`config.mk`:
```
export PLATFORM = sky130hd
export DESIGN_NAME = adc_frame_to_batch_packetizer_flat
export DESIGN_NICKNAME = d
export VERILOG_FILES = /design/src/rtl/afb_pkg.sv /design/src/rtl/afb_frame_if.sv /design/src/rtl/afb_packet_if.sv /design/src/rtl/afb_front.sv /design/src/rtl/afb_queue.sv /design/src/rtl/afb_back.sv /design/src/rtl/adc_frame_to_batch_packetizer.sv /design/src/flat_wrapper.sv
export SDC_FILE = /design/constraint.sdc
export NUM_CORES = 1
export LEC_CHECK = 0
export BUFFER_PORTS_ARGS = -buffer_cell sky130_fd_sc_hd__buf_2
export CORE_MARGIN = 1
export CORE_UTILIZATION = 60
export CTS_CLUSTER_DIAMETER = 120
export CTS_CLUSTER_SIZE = 28
export DETAILED_ROUTE_END_ITERATION = 16
export GPL_ROUTABILITY_DRIVEN = 1
export PLACE_DENSITY = 0.76
export RECOVER_POWER = 50
export SETUP_SLACK_MARGIN = 0.15
export SYNTH_ARGS = -nofsm -noshare
export SYNTH_HDL_FRONTEND = slang
export SYNTH_SLANG_ARGS = --single-unit
```
`constraint.sdc`:
```
create_clock -name i_clk -period 4.7 [get_ports i_clk]
set_input_delay 0.705 -clock i_clk [delete_from_list [all_inputs] [get_ports i_clk]]
set_output_delay 0.705 -clock i_clk [all_outputs]
set_load 0.02 [all_outputs]
```
`src/rtl/afb_pkg.sv`:
```
package afb_pkg;

    // Fixed frame and header geometry.
    localparam int STATUS_BYTES = 3;
    localparam int POS_W        = 5;
    localparam int BYTE_W       = 8;
    localparam int IDX_W        = 16;
    localparam int GAIN_W       = 5;
    localparam int NUM_GAINS    = 4;
    localparam int CFG_IDX_W    = 2;
    localparam int HCNT_W       = 3;
    localparam int Q_DEPTH      = 2;

    // Configuration register indexes.
    typedef enum logic [CFG_IDX_W-1:0] {
        CFG_GAIN0 = 2'd0,
        CFG_GAIN1 = 2'd1,
        CFG_GAIN2 = 2'd2,
        CFG_GAIN3 = 2'd3
    } t_cfg_idx;

    // Header byte positions; HDR_DONE means the header has gone out.
    typedef enum logic [HCNT_W-1:0] {
        HDR_IDX_LO = 3'd0,
        HDR_IDX_HI = 3'd1,
        HDR_GAIN0  = 3'd2,
        HDR_GAIN1  = 3'd3,
        HDR_GAIN2  = 3'd4,
        HDR_GAIN3  = 3'd5,
        HDR_DONE   = 3'd6
    } t_hdr_pos;

    typedef logic [NUM_GAINS-1:0][GAIN_W-1:0] t_gains;

    // One classified channel byte on its way to the back end.
    typedef struct packed {
        logic [IDX_W-1:0]  index;
        logic              hdr;
        logic              pend;
        logic [BYTE_W-1:0] data;
    } t_q_entry;

endpackage

```
`src/rtl/afb_frame_if.sv`:
```
interface afb_frame_if;
    logic       valid;
    logic       ready;
    logic [7:0] frame_byte;
    logic       frame_start;

    modport source (output valid, output frame_byte, output frame_start, input ready);
    modport sink   (input valid, input frame_byte, input frame_start, output ready);
endinterface

```
`src/rtl/afb_packet_if.sv`:
```
interface afb_packet_if;
    logic       valid;
    logic       ready;
    logic [7:0] packet_byte;
    logic       packet_end;
    logic       run_end;

    modport source (output valid, output packet_byte, output packet_end, output run_end,
                    input ready);
    modport sink   (input valid, input packet_byte, input packet_end, input run_end,
                    output ready);
endinterface

```
`src/rtl/afb_front.sv`:
```
module afb_front
    import afb_pkg::*;
#(
    parameter int CHANNELS     = 8,
    parameter int BATCH_FRAMES = 8
) (
    input  logic        i_clk,
    input  logic        i_rst_n,
    afb_frame_if.sink   i_frame,
    input  logic        i_full,
    output logic        o_push,
    output t_q_entry    o_entry
);

    localparam int FRAME_BYTES = STATUS_BYTES + 3 * CHANNELS;
    localparam int FIB_W       = (BATCH_FRAMES > 1) ? $clog2(BATCH_FRAMES) : 1;
    localparam logic [POS_W-1:0] LAST_POS   = POS_W'(FRAME_BYTES - 1);
    localparam logic [POS_W-1:0] FIRST_CH   = POS_W'(STATUS_BYTES);
    localparam logic [POS_W-1:0] FRAME_LEN  = POS_W'(FRAME_BYTES);
    localparam logic [FIB_W-1:0] LAST_FRAME = FIB_W'(BATCH_FRAMES - 1);
    localparam logic [IDX_W-1:0] IDX_STEP   = IDX_W'(BATCH_FRAMES);

    logic [POS_W-1:0] r_pos, n_pos;
    logic [FIB_W-1:0] r_fib, n_fib;
    logic [IDX_W-1:0] r_idx, n_idx;
    logic [POS_W-1:0] pos;
    logic             accept, last_in_frame, last_in_batch;

    assign i_frame.ready = !i_full;
    assign accept        = i_frame.valid && !i_full;

    // Position of this beat in its frame; a frame start restarts at zero.
    always_comb begin
        pos = i_frame.frame_start ? '0 : r_pos;
        if (pos >= FRAME_LEN) begin
            pos = '0;
        end
    end

    assign last_in_frame = (pos == LAST_POS);
    assign last_in_batch = last_in_frame && (r_fib >= LAST_FRAME);

    // Channel beats go to the queue; the first one of a batch carries the header.
    assign o_push        = accept && (pos >= FIRST_CH);
    assign o_entry.data  = i_frame.frame_byte;
    assign o_entry.pend  = last_in_batch;
    assign o_entry.hdr   = (pos == FIRST_CH) && (r_fib == '0);
    assign o_entry.index = r_idx;

    // Frame and batch bookkeeping.
    always_comb begin
        n_pos = r_pos;
        n_fib = r_fib;
        n_idx = r_idx;
        if (accept) begin
            n_pos = last_in_frame ? '0 : pos + POS_W'(1);
            if (last_in_batch) begin
                n_fib = '0;
                n_idx = r_idx + IDX_STEP;
            end else if (last_in_frame) begin
                n_fib = r_fib + FIB_W'(1);
            end
        end
    end

    always_ff @(posedge i_clk) begin
        if (!i_rst_n) begin
            r_pos <= '0;
            r_fib <= '0;
            r_idx <= '0;
        end else begin
            r_pos <= n_pos;
            r_fib <= n_fib;
            r_idx <= n_idx;
        end
    end

endmodule

```
`src/rtl/afb_queue.sv`:
```
module afb_queue
    import afb_pkg::*;
(
    input  logic     i_clk,
    input  logic     i_rst_n,
    input  logic     i_push,
    input  t_q_entry i_entry,
    output logic     o_full,
    input  logic     i_pop,
    output logic     o_valid,
    output t_q_entry o_entry
);

    localparam int PTR_W = $clog2(Q_DEPTH);
    localparam int CNT_W = $clog2(Q_DEPTH + 1);
    localparam logic [CNT_W-1:0] FULL_CNT = CNT_W'(Q_DEPTH);

    t_q_entry          r_mem [Q_DEPTH];
    logic [PTR_W-1:0]  r_wr, r_rd;
    logic [CNT_W-1:0]  r_cnt, n_cnt;
    logic              do_push, do_pop;

    assign o_full  = (r_cnt == FULL_CNT);
    assign o_valid = (r_cnt != '0);
    assign o_entry = r_mem[r_rd];
    assign do_push = i_push && !o_full;
    assign do_pop  = i_pop && o_valid;

    // Occupancy count.
    always_comb begin
        n_cnt = r_cnt;
        if (do_push && !do_pop) begin
            n_cnt = r_cnt + CNT_W'(1);
        end else if (do_pop && !do_push) begin
            n_cnt = r_cnt - CNT_W'(1);
        end
    end

    always_ff @(posedge i_clk) begin
        if (!i_rst_n) begin
            r_wr  <= '0;
            r_rd  <= '0;
            r_cnt <= '0;
        end else begin
            r_cnt <= n_cnt;
            if (do_push) begin
                r_wr <= PTR_W'((32'(r_wr) + 1) % Q_DEPTH);
            end
            if (do_pop) begin
                r_rd <= PTR_W'((32'(r_rd) + 1) % Q_DEPTH);
            end
        end
    end

    // Storage needs no reset.
    always_ff @(posedge i_clk) begin
        if (do_push) begin
            r_mem[r_wr] <= i_entry;
        end
    end

endmodule

```
`src/rtl/afb_back.sv`:
```
module afb_back
    import afb_pkg::*;
(
    input  logic         i_clk,
    input  logic         i_rst_n,
    input  logic         i_q_valid,
    input  t_q_entry     i_q_entry,
    output logic         o_pop,
    input  t_gains       i_gains,
    afb_packet_if.source o_packet
);

    logic [HCNT_W-1:0] r_hcnt, n_hcnt;
    logic              r_ov;
    logic [BYTE_W-1:0] r_byte, n_byte;
    logic              r_pend, n_pend;
    logic              r_run, n_run;
    logic              load;

    assign load = i_q_valid && (!r_ov || o_packet.ready);

    // Expand a header entry into six header beats before its channel beat.
    always_comb begin
        n_hcnt = r_hcnt;
        n_byte = i_q_entry.data;
        n_pend = i_q_entry.pend;
        n_run  = 1'b1;
        o_pop  = 1'b0;
        if (i_q_entry.hdr && (r_hcnt != HDR_DONE)) begin
            n_pend = 1'b0;
            n_run  = 1'b0;
            case (r_hcnt)
                HDR_IDX_LO: n_byte = i_q_entry.index[BYTE_W-1:0];
                HDR_IDX_HI: n_byte = i_q_entry.index[IDX_W-1:BYTE_W];
                HDR_GAIN0:  n_byte = BYTE_W'(i_gains[0]);
                HDR_GAIN1:  n_byte = BYTE_W'(i_gains[1]);
                HDR_GAIN2:  n_byte = BYTE_W'(i_gains[2]);
                HDR_GAIN3:  n_byte = BYTE_W'(i_gains[3]);
                default:    n_byte = i_q_entry.data;
            endcase
            if (load) begin
                n_hcnt = r_hcnt + HCNT_W'(1);
            end
        end else if (load) begin
            o_pop  = 1'b1;
            n_hcnt = HDR_IDX_LO;
        end
    end

    // Output register with its valid flag.
    always_ff @(posedge i_clk) begin
        if (!i_rst_n) begin
            r_ov   <= 1'b0;
            r_hcnt <= HDR_IDX_LO;
        end else begin
            r_hcnt <= n_hcnt;
            if (load) begin
                r_ov <= 1'b1;
            end else if (o_packet.ready) begin
                r_ov <= 1'b0;
            end
        end
    end

    always_ff @(posedge i_clk) begin
        if (load) begin
            r_byte <= n_byte;
            r_pend <= n_pend;
            r_run  <= n_run;
        end
    end

    assign o_packet.valid       = r_ov;
    assign o_packet.packet_byte = r_byte;
    assign o_packet.packet_end  = r_pend;
    assign o_packet.run_end     = r_run;

endmodule

```
`src/rtl/adc_frame_to_batch_packetizer.sv`:
```
// A channel beat is written into the queue at the accepting edge and then into the output
// register; a header adds six beats ahead.
// The output passes one beat per cycle while the receiver is ready; while a header
// goes out ahead of its channel beat, the two-entry queue fills and the input stalls.
// Reset is synchronous and active low: position, batch count and index go to
// zero, the gains to 24, and the queue and output register are emptied.
module adc_frame_to_batch_packetizer
    import afb_pkg::*;
#(
    parameter int CHANNELS     = 8,
    parameter int BATCH_FRAMES = 8
) (
    input  logic                 i_clk,
    input  logic                 i_rst_n,
    afb_frame_if.sink            i_frame,
    afb_packet_if.source         o_packet,
    input  logic                 i_cfg_we,
    input  logic [CFG_IDX_W-1:0] i_cfg_idx,
    input  logic [GAIN_W-1:0]    i_cfg_data
);

    localparam logic [GAIN_W-1:0] GAIN_RESET = GAIN_W'(24);

    t_gains   r_gains;
    t_q_entry push_entry, q_entry;
    logic     push, full, pop, q_valid;

    // Gain registers.
    always_ff @(posedge i_clk) begin
        if (!i_rst_n) begin
            r_gains <= {NUM_GAINS{GAIN_RESET}};
        end else if (i_cfg_we) begin
            case (t_cfg_idx'(i_cfg_idx))
                CFG_GAIN0: r_gains[0] <= i_cfg_data;
                CFG_GAIN1: r_gains[1] <= i_cfg_data;
                CFG_GAIN2: r_gains[2] <= i_cfg_data;
                CFG_GAIN3: r_gains[3] <= i_cfg_data;
                default:   r_gains    <= r_gains;
            endcase
        end
    end

    afb_front #(
        .CHANNELS     (CHANNELS),
        .BATCH_FRAMES (BATCH_FRAMES)
    ) u_front (
        .i_clk   (i_clk),
        .i_rst_n (i_rst_n),
        .i_frame (i_frame),
        .i_full  (full),
        .o_push  (push),
        .o_entry (push_entry)
    );

    afb_queue u_queue (
        .i_clk   (i_clk),
        .i_rst_n (i_rst_n),
        .i_push  (push),
        .i_entry (push_entry),
        .o_full  (full),
        .i_pop   (pop),
        .o_valid (q_valid),
        .o_entry (q_entry)
    );

    afb_back u_back (
        .i_clk     (i_clk),
        .i_rst_n   (i_rst_n),
        .i_q_valid (q_valid),
        .i_q_entry (q_entry),
        .o_pop     (pop),
        .i_gains   (r_gains),
        .o_packet  (o_packet)
    );

endmodule

```
`src/flat_wrapper.sv`:
```
// flat-port wrapper written by rule: the top's interface ports become plain ports
module adc_frame_to_batch_packetizer_flat import afb_pkg::*;
#(
    parameter int CHANNELS     = 8,
    parameter int BATCH_FRAMES = 8
)
  (i_clk, i_rst_n, i_cfg_we, i_cfg_idx, i_cfg_data, i_frame_valid, i_frame_frame_byte, i_frame_frame_start, i_frame_ready, o_packet_valid, o_packet_packet_byte, o_packet_packet_end, o_packet_run_end, o_packet_ready);
  afb_frame_if i_frame_i ();
  afb_packet_if o_packet_i ();
  input  logic i_clk;
  input  logic i_rst_n;
  input  logic i_cfg_we;
  input  logic [CFG_IDX_W-1:0] i_cfg_idx;
  input  logic [GAIN_W-1:0] i_cfg_data;
  input wire logic [$bits(i_frame_i.valid)-1:0] i_frame_valid;
  input wire logic [$bits(i_frame_i.frame_byte)-1:0] i_frame_frame_byte;
  input wire logic [$bits(i_frame_i.frame_start)-1:0] i_frame_frame_start;
  output wire logic [$bits(i_frame_i.ready)-1:0] i_frame_ready;
  output wire logic [$bits(o_packet_i.valid)-1:0] o_packet_valid;
  output wire logic [$bits(o_packet_i.packet_byte)-1:0] o_packet_packet_byte;
  output wire logic [$bits(o_packet_i.packet_end)-1:0] o_packet_packet_end;
  output wire logic [$bits(o_packet_i.run_end)-1:0] o_packet_run_end;
  input wire logic [$bits(o_packet_i.ready)-1:0] o_packet_ready;
  assign i_frame_i.valid = i_frame_valid;
  assign i_frame_i.frame_byte = i_frame_frame_byte;
  assign i_frame_i.frame_start = i_frame_frame_start;
  assign i_frame_ready = i_frame_i.ready;
  assign o_packet_valid = o_packet_i.valid;
  assign o_packet_packet_byte = o_packet_i.packet_byte;
  assign o_packet_packet_end = o_packet_i.packet_end;
  assign o_packet_run_end = o_packet_i.run_end;
  assign o_packet_i.ready = o_packet_ready;
  adc_frame_to_batch_packetizer #(.CHANNELS(CHANNELS), .BATCH_FRAMES(BATCH_FRAMES)) u_core (.i_clk(i_clk), .i_rst_n(i_rst_n), .i_frame(i_frame_i), .o_packet(o_packet_i), .i_cfg_we(i_cfg_we), .i_cfg_idx(i_cfg_idx), .i_cfg_data(i_cfg_data));
endmodule
```
==> metrics.yaml, run 1 <==
wl_met2_mm: 4.13
grtUsageTotal_pct: 21.4
cts_hold_buffers: 0
drc: 0
crit_chain: "clkbuf_1 -> mux2i_1 -> a21oi_1 -> inv_1 -> nor2_2 -> mux2_2"
cpPeakStageDelay_ps: 1060
dieWidth_um: 91.1
postLayoutCoreUtil_pct: 66.9
period_share_pct: 69.5
post_cts_buffers: 0
cp.arrival_ps: 3390
p_seq_share_pct: 62.1
cts_tree: "done"
syn_to_final_growth_pct: 8.01
stdcell_area_um2: 5140
hold_viol: 0
wl_met3_um: 362
critPathKind: "reg2reg"
synth_async_sr_flop_share_pct: 0
vias: 3118
ir_worst_vdd_uv: 143
synth_edf_count: 56
via_per_inst: 5.91
cts_buffers: 9
clkPwrFrac_pct: 34.2
antenna_found_initial: 0
status: "finished, violations left"
ant_nets: 0
min_path_type: "reg2reg"
layout.cells.non_filler: 528
max_slew.worst_pin.slew_ps: 2220
rsz0062_at_grt: "no"
yosys.area.top_type: "edfxtp_1"
cts-htree-levels: 3
yosys_warnings: 0
hp-start: "u_core.u_front.r_idx[15]$_SDFFE_PN0P_"
drive_gt1_share_pct: 13.4
place_congestion: 0.834
setup_violations: 0
end_kind: "flip-flop"
dpl_cell_area_um2: 4980
cp-start-kind: "flip-flop"
port_buffers: 32
synth-main-ff-cell: "edfxtp_1"
cap_violations: 1
power_density_nw_per_um2: 307
drt-met1-wl_mm: 3.77
cp_max_fo: 23
clockRootBuffer: "clkbuf_8"
p_leak_nw: 1.91
grt_pass1_vias: 2920
syn_inst: 394
core-area_um2: 7690
hpwl_mm: 5.61
cp.required_ps: 4820
avgRoutedWirePerCell_um: 15.9
clkTransAtPathRegs_ps: 100
insertion_delay_ps: 360
die_h_um: 91.1
synth_cell_type_count: 62
grt_overflow_total: 0
ioPinCount: 33
dieArea_um2: 8300
combPwrFrac_pct: 3.7
skew_ps: 16.6
worst_path_max_delay_cell: "clkbuf_1"
row_count: 32
max-clock-path-buffers: 2
fin_crit_ps: 3270
start_util_pct: 62.0
num_antenna_cells: 0
dp_cells: 512
violations: "capacitance limit, slew limit"
syn_nets: 427
slew_headroom_pct: -48.1
layout_commonest_cell: "edfxtp_1"
ys_seq_area_share_pct: 56.3
ys_ff_latch: 106
syn_avg_cell_area_um2: 12.1
worst_hold_slack_ps: 488
grt_max_degree: 63
drt_pre_antenna_iters: 6
internal-power_mw: 1.25
n_fill_cell: 590
tns_ps: 0
routed.top_layer: "met4"
max_freq_mhz: 306
power.switching_uw: 330
final_cell_mix: "56 x edfxtp_1, 50 x dfxtp_1, 44 x mux2i_1"
swShare_pct: 20.9
finish.net_count: 454
grt_pass1_wl_mm: 13.9
synth_top_area_share_pct: 35.3
drt_wl_total_mm: 8.41
drv_slew: 63
syn_area_um2: 4760
cts.sinks: 106
drtIter0Drc: 156
cts_resized: 0
synth_area_leaders: "edfxtp_1 35%, dfxtp_1 21%, mux2i_1 9.2%, ha_1 3.2%, nand2_1 2.8%"
## worst max-delay path, delay by kind of cell, from the launching register on
family	cells	cell delay, ps
flops	1	310
simple gates	1	500
mux	2	600
buf+inv	2	1240
compound gates	1	380
## sequential cells by signal (all words and copies together), names as in the netlist, named ones only
| name | flops |
|---|---|
| u_core.u_back.o_packet.packet_end | 1 |
| u_core.u_back.o_packet.run_end | 1 |
| u_core.u_front.r_idx | 13 |
| u_core.r_gains | 20 |
| u_core.u_back.o_packet.packet_byte | 8 |
| u_core.u_queue.r_wr | 1 |
| u_core.u_back.o_packet.valid | 1 |
| u_core.u_front.r_pos | 5 |
| u_core.u_queue.r_cnt | 2 |
| u_core.u_front.r_fib | 3 |
| u_core.u_queue.r_rd | 1 |
| u_core.u_back.r_hcnt | 3 |
| u_core.u_queue.r_mem | 46 |
## final cells by class
type	instances	area (um2)	area share (%)
multi-input combinational	255	1930	37.6
timing repair buffer	35	161	3.14
clock inverter	4	51.3	0.997
sequential	106	2680	52.1
inverter	14	52.6	1.02
tap	102	128	2.48
clock buffer	12	135	2.63
## final timing paths
path / slack, ps / endpoint / cells past startpoint
hold / removal: 490 / u_core.u_queue.r_mem[0][25]$_DFFE_PP_ / 0
setup reg to reg: 1430 / u_core.u_back.o_packet.packet_byte[1]$_DFFE_PP_ / 6
setup / recovery: 1430 / u_core.u_back.o_packet.packet_byte[1]$_DFFE_PP_ / 6
hold reg to reg: 490 / u_core.u_queue.r_mem[0][25]$_DFFE_PP_ / 0
## synth_stat cells (all sizes together) (9+ instances only)
cell type and number:
nor2b 16, nand2b 9, mux2 9, a21boi 12, nand2 36, buf 9
mux2i 44, ha 12, clkbuf 10, inv 14, nand3 9, dfxtp 50
edfxtp 56
## cell families after synthesis
logic type,after synthesis,share of synthesized area [%]
xor+xnor,2,0.368
simple gates,117,13.9
mux,53,11.4
buf+inv,33,3.18
flops,106,56.3
fa+ha+maj,12,3.15
compound gates,71,11.7
## per-layer routing
metal	GRT usage [%]	up-vias
met3	5.44	14
met5	0	-
met2	35.7	75
met1	27.1	1493
li1	-	1536
met4	7.41	0
## power by group through the flow
stage                     sequential (mW)  combinational, mW  clock [mW]
after global placement               1.00             0.0565           0
after floorplan                      1.00             0.0366           0
final                               0.980             0.0584       0.540
after global routing                0.981             0.0645       0.588
after detailed placement             1.00             0.0585           0
after CTS                           0.980             0.0588       0.554
## per-stage QoR
step	worst slack [ps]	power (mW)
2_1_floorplan	1790	1.04
3_3_place_gp	1550	1.06
3_5_place_dp	1480	1.06
4_1_cts	1550	1.59
5_1_grt	1260	1.63
6_report	1430	1.58
No activity file was read; power rests on OpenSTA's default activity.
==> inputs of run 2 (changes only) <==
- ABC_AREA: default -> 1
- CORE_UTILIZATION: 60 -> 54
- PLACE_DENSITY: 0.76 -> 0.72
- clock period: 4.7 -> 2.84 ns (I/O delays scaled with it)
==> run 2 against run 1 <==
Net effect: the run now ends clean; setup slack worse by 1000 ps; die area is 12% higher; total power grew 63%; via count up 19%; routed wire length rose by 16%; clock power grew 58%; sequential share of layout area shrank 0.86 points; critical path type unchanged.
==> metrics.yaml, run 2 <==
cts.sinks: 106
start_util_pct: 55.4
yosys.area.top_type: "edfxtp_1"
setup_violations: 0
ys_seq_area_share_pct: 55.8
synth_area_leaders: "edfxtp_1 35%, dfxtp_1 21%, nand2_1 9.1%, nor2_1 5.6%, o21ai_0 3.9%"
ioPinCount: 33
drive_gt1_share_pct: 9.39
grt_pass1_vias: 3453
dp_cells: 667
power_density_nw_per_um2: 492
synth_top_area_share_pct: 35.0
max_slew.worst_pin.slew_ps: 756
syn_to_final_growth_pct: 8.85
hpwl_mm: 6.75
syn_avg_cell_area_um2: 9.00
cp_top_family: "simple AND/OR/NAND/NOR gates"
cp_max_fo: 5
hp-start: "i_frame_frame_byte[7]"
synth_common_cells: "116 x nand2_1, 72 x nor2_1, 56 x edfxtp_1"
grt_overflow_total: 0
min_path_type: "in2reg"
finish.net_count: 603
cp.required_ps: 3100
synth_edf_count: 56
timing.critical_path.from: "u_core.u_front.r_pos[0]$_SDFFE_PN0P_"
dieWidth_um: 96.3
synth_most_common_cell: "nand2_1"
p_leak_nw: 2.00
ir_worst_vdd_uv: 271
row_count: 34
cp-start-kind: "flip-flop"
final_cell_mix: "115 x nand2_1, 70 x nor2_1, 56 x edfxtp_1"
critPathMostFrequentCell: "a21oi_1"
synth_cell_type_count: 37
crit_chain: "nand3_2 -> nand2_1 -> nand2_2 -> and3_1 -> ha_1 -> a21oi_1 -> nand2_1 -> nand2_2 -> inv_2 -> ha_1 -> a21oi_1 -> o21ai_0 -> o21ai_1 -> a21oi_1"
drv_slew: 0
cts-htree-levels: 3
layout.cells.non_filler: 683
die_h_um: 96.3
grtUsageTotal_pct: 22.3
regMostFlops: "u_core.u_queue.r_mem"
cts_tree: "done"
vias: 3699
syn_area_um2: 4810
syn_inst: 534
cts_hold_buffers: 0
max_freq_mhz: 415
fin_crit_ps: 2410
max-clock-path-buffers: 2
critPathKind: "reg2reg"
port_buffers: 32
ant_nets: 0
core-area_um2: 8680
rsz0062_at_grt: "no"
num_antenna_cells: 0
period_share_pct: 84.9
slew_headroom_pct: 49.6
skew_ps: 16.1
worst_path_max_delay_cell: "dfxtp_1"
place_congestion: 0.942
cts_buffers: 9
dieArea_um2: 9280
layout_commonest_cell: "nand2_1"
avgRoutedWirePerCell_um: 14.3
drt_wl_total_mm: 9.74
cap_violations: 0
cpPeakStageDelay_ps: 410
end_kind: "flip-flop"
insertion_delay_ps: 370
synth-main-ff-cell: "edfxtp_1"
postLayoutCoreUtil_pct: 60.3
status: "complete, no violations"
drtIter0Drc: 114
n_fill_cell: 779
grt_max_degree: 29
r2r_start: "u_core.u_front.r_pos[0]$_SDFFE_PN0P_"
rrSetupSlack_ps: 430
drc: 0
synth_async_sr_flop_share_pct: 0
syn_nets: 567
largest_register_ffs: 46
crit_buf_inv: 1
clkTransAtPathRegs_ps: 110
largestRegisters: "u_core.u_queue.r_mem x46, u_core.r_gains x20, u_core.u_front.r_idx x13"
clockRootBuffer: "clkbuf_8"
antenna_found_initial: 0
yosys_warnings: 0
tns_ps: 0
ys_ff_latch: 106
via_per_inst: 5.42
grt_pass1_wl_mm: 15.7
hold_viol: 0
cp.arrival_ps: 2670
drt_pre_antenna_iters: 5
[run 2: where the power goes]
part	total, mW	internal [mW]	switching, mW
Clock	0.853	0.332	0.521
Sequential	1.63	1.62	0.0103
Combinational	0.0932	0.0279	0.0652
Total	2.58	1.98	0.596
[run 2: logic make-up (layout without fill, tap and decap cells)]
logic type / after synthesis / count (layout) / synth area share [%]
buf+inv: 69 / 110 / 5.91
fa+ha+maj: 12 / 12 / 3.12
xor+xnor: 5 / 5 / 0.911
compound gates: 86 / 86 / 9.66
simple gates: 253 / 253 / 24.0
flops: 106 / 106 / 55.8
mux: 3 / 3 / 0.625
[run 2: through the flow]
| stage | cell area, um2 | worst slack (ps) | hold slack (ps) | power, mW |
|---|---|---|---|---|
| 2_1_floorplan | 4810 | 77.5 | 429 | 1.72 |
| 3_3_place_gp | 5080 | 184 | 444 | 1.75 |
| 3_5_place_dp | 5080 | 42.6 | 444 | 1.76 |
| 4_1_cts | 5260 | 348 | 221 | 2.60 |
| 5_1_grt | 5230 | 134 | 215 | 2.67 |
| 6_report | 5230 | 430 | 232 | 2.58 |
[run 2: cell type report]
type	count	area [um2]	share of cell area, %
sequential	106	2680	51.3
multi-input combinational	359	1850	35.4
inverter	56	210	4.02
timing repair buffer	38	171	3.28
tap	108	135	2.58
clock buffer	10	128	2.44
clock inverter	6	51.3	0.981
[run 2: worst paths after layout]
path | to | cells past startpoint
setup / recovery | u_core.u_queue.r_cnt[1]$_SDFFE_PN0P_ | 14
setup reg to reg | u_core.u_queue.r_cnt[1]$_SDFFE_PN0P_ | 14
hold reg to reg | u_core.r_gains[8]$_SDFFE_PN1P_ | 2
hold / removal | u_core.u_queue.r_mem[0][7]$_DFFE_PP_ | 1
[run 2: repair_timing]
item / in CTS / in global routing
resized for setup: 0 / 4
setup endpoints to repair: 0 / 1
buffers inserted: 0 / 0
[run 2: routing by layer]
layer | wire [um] | global-route usage [%]
met1 | 4460 | 27.7
met2 | 4780 | 38.4
met3 | 378 | 4.74
met4 | 123 | 7.72
met5 | 0 | 0
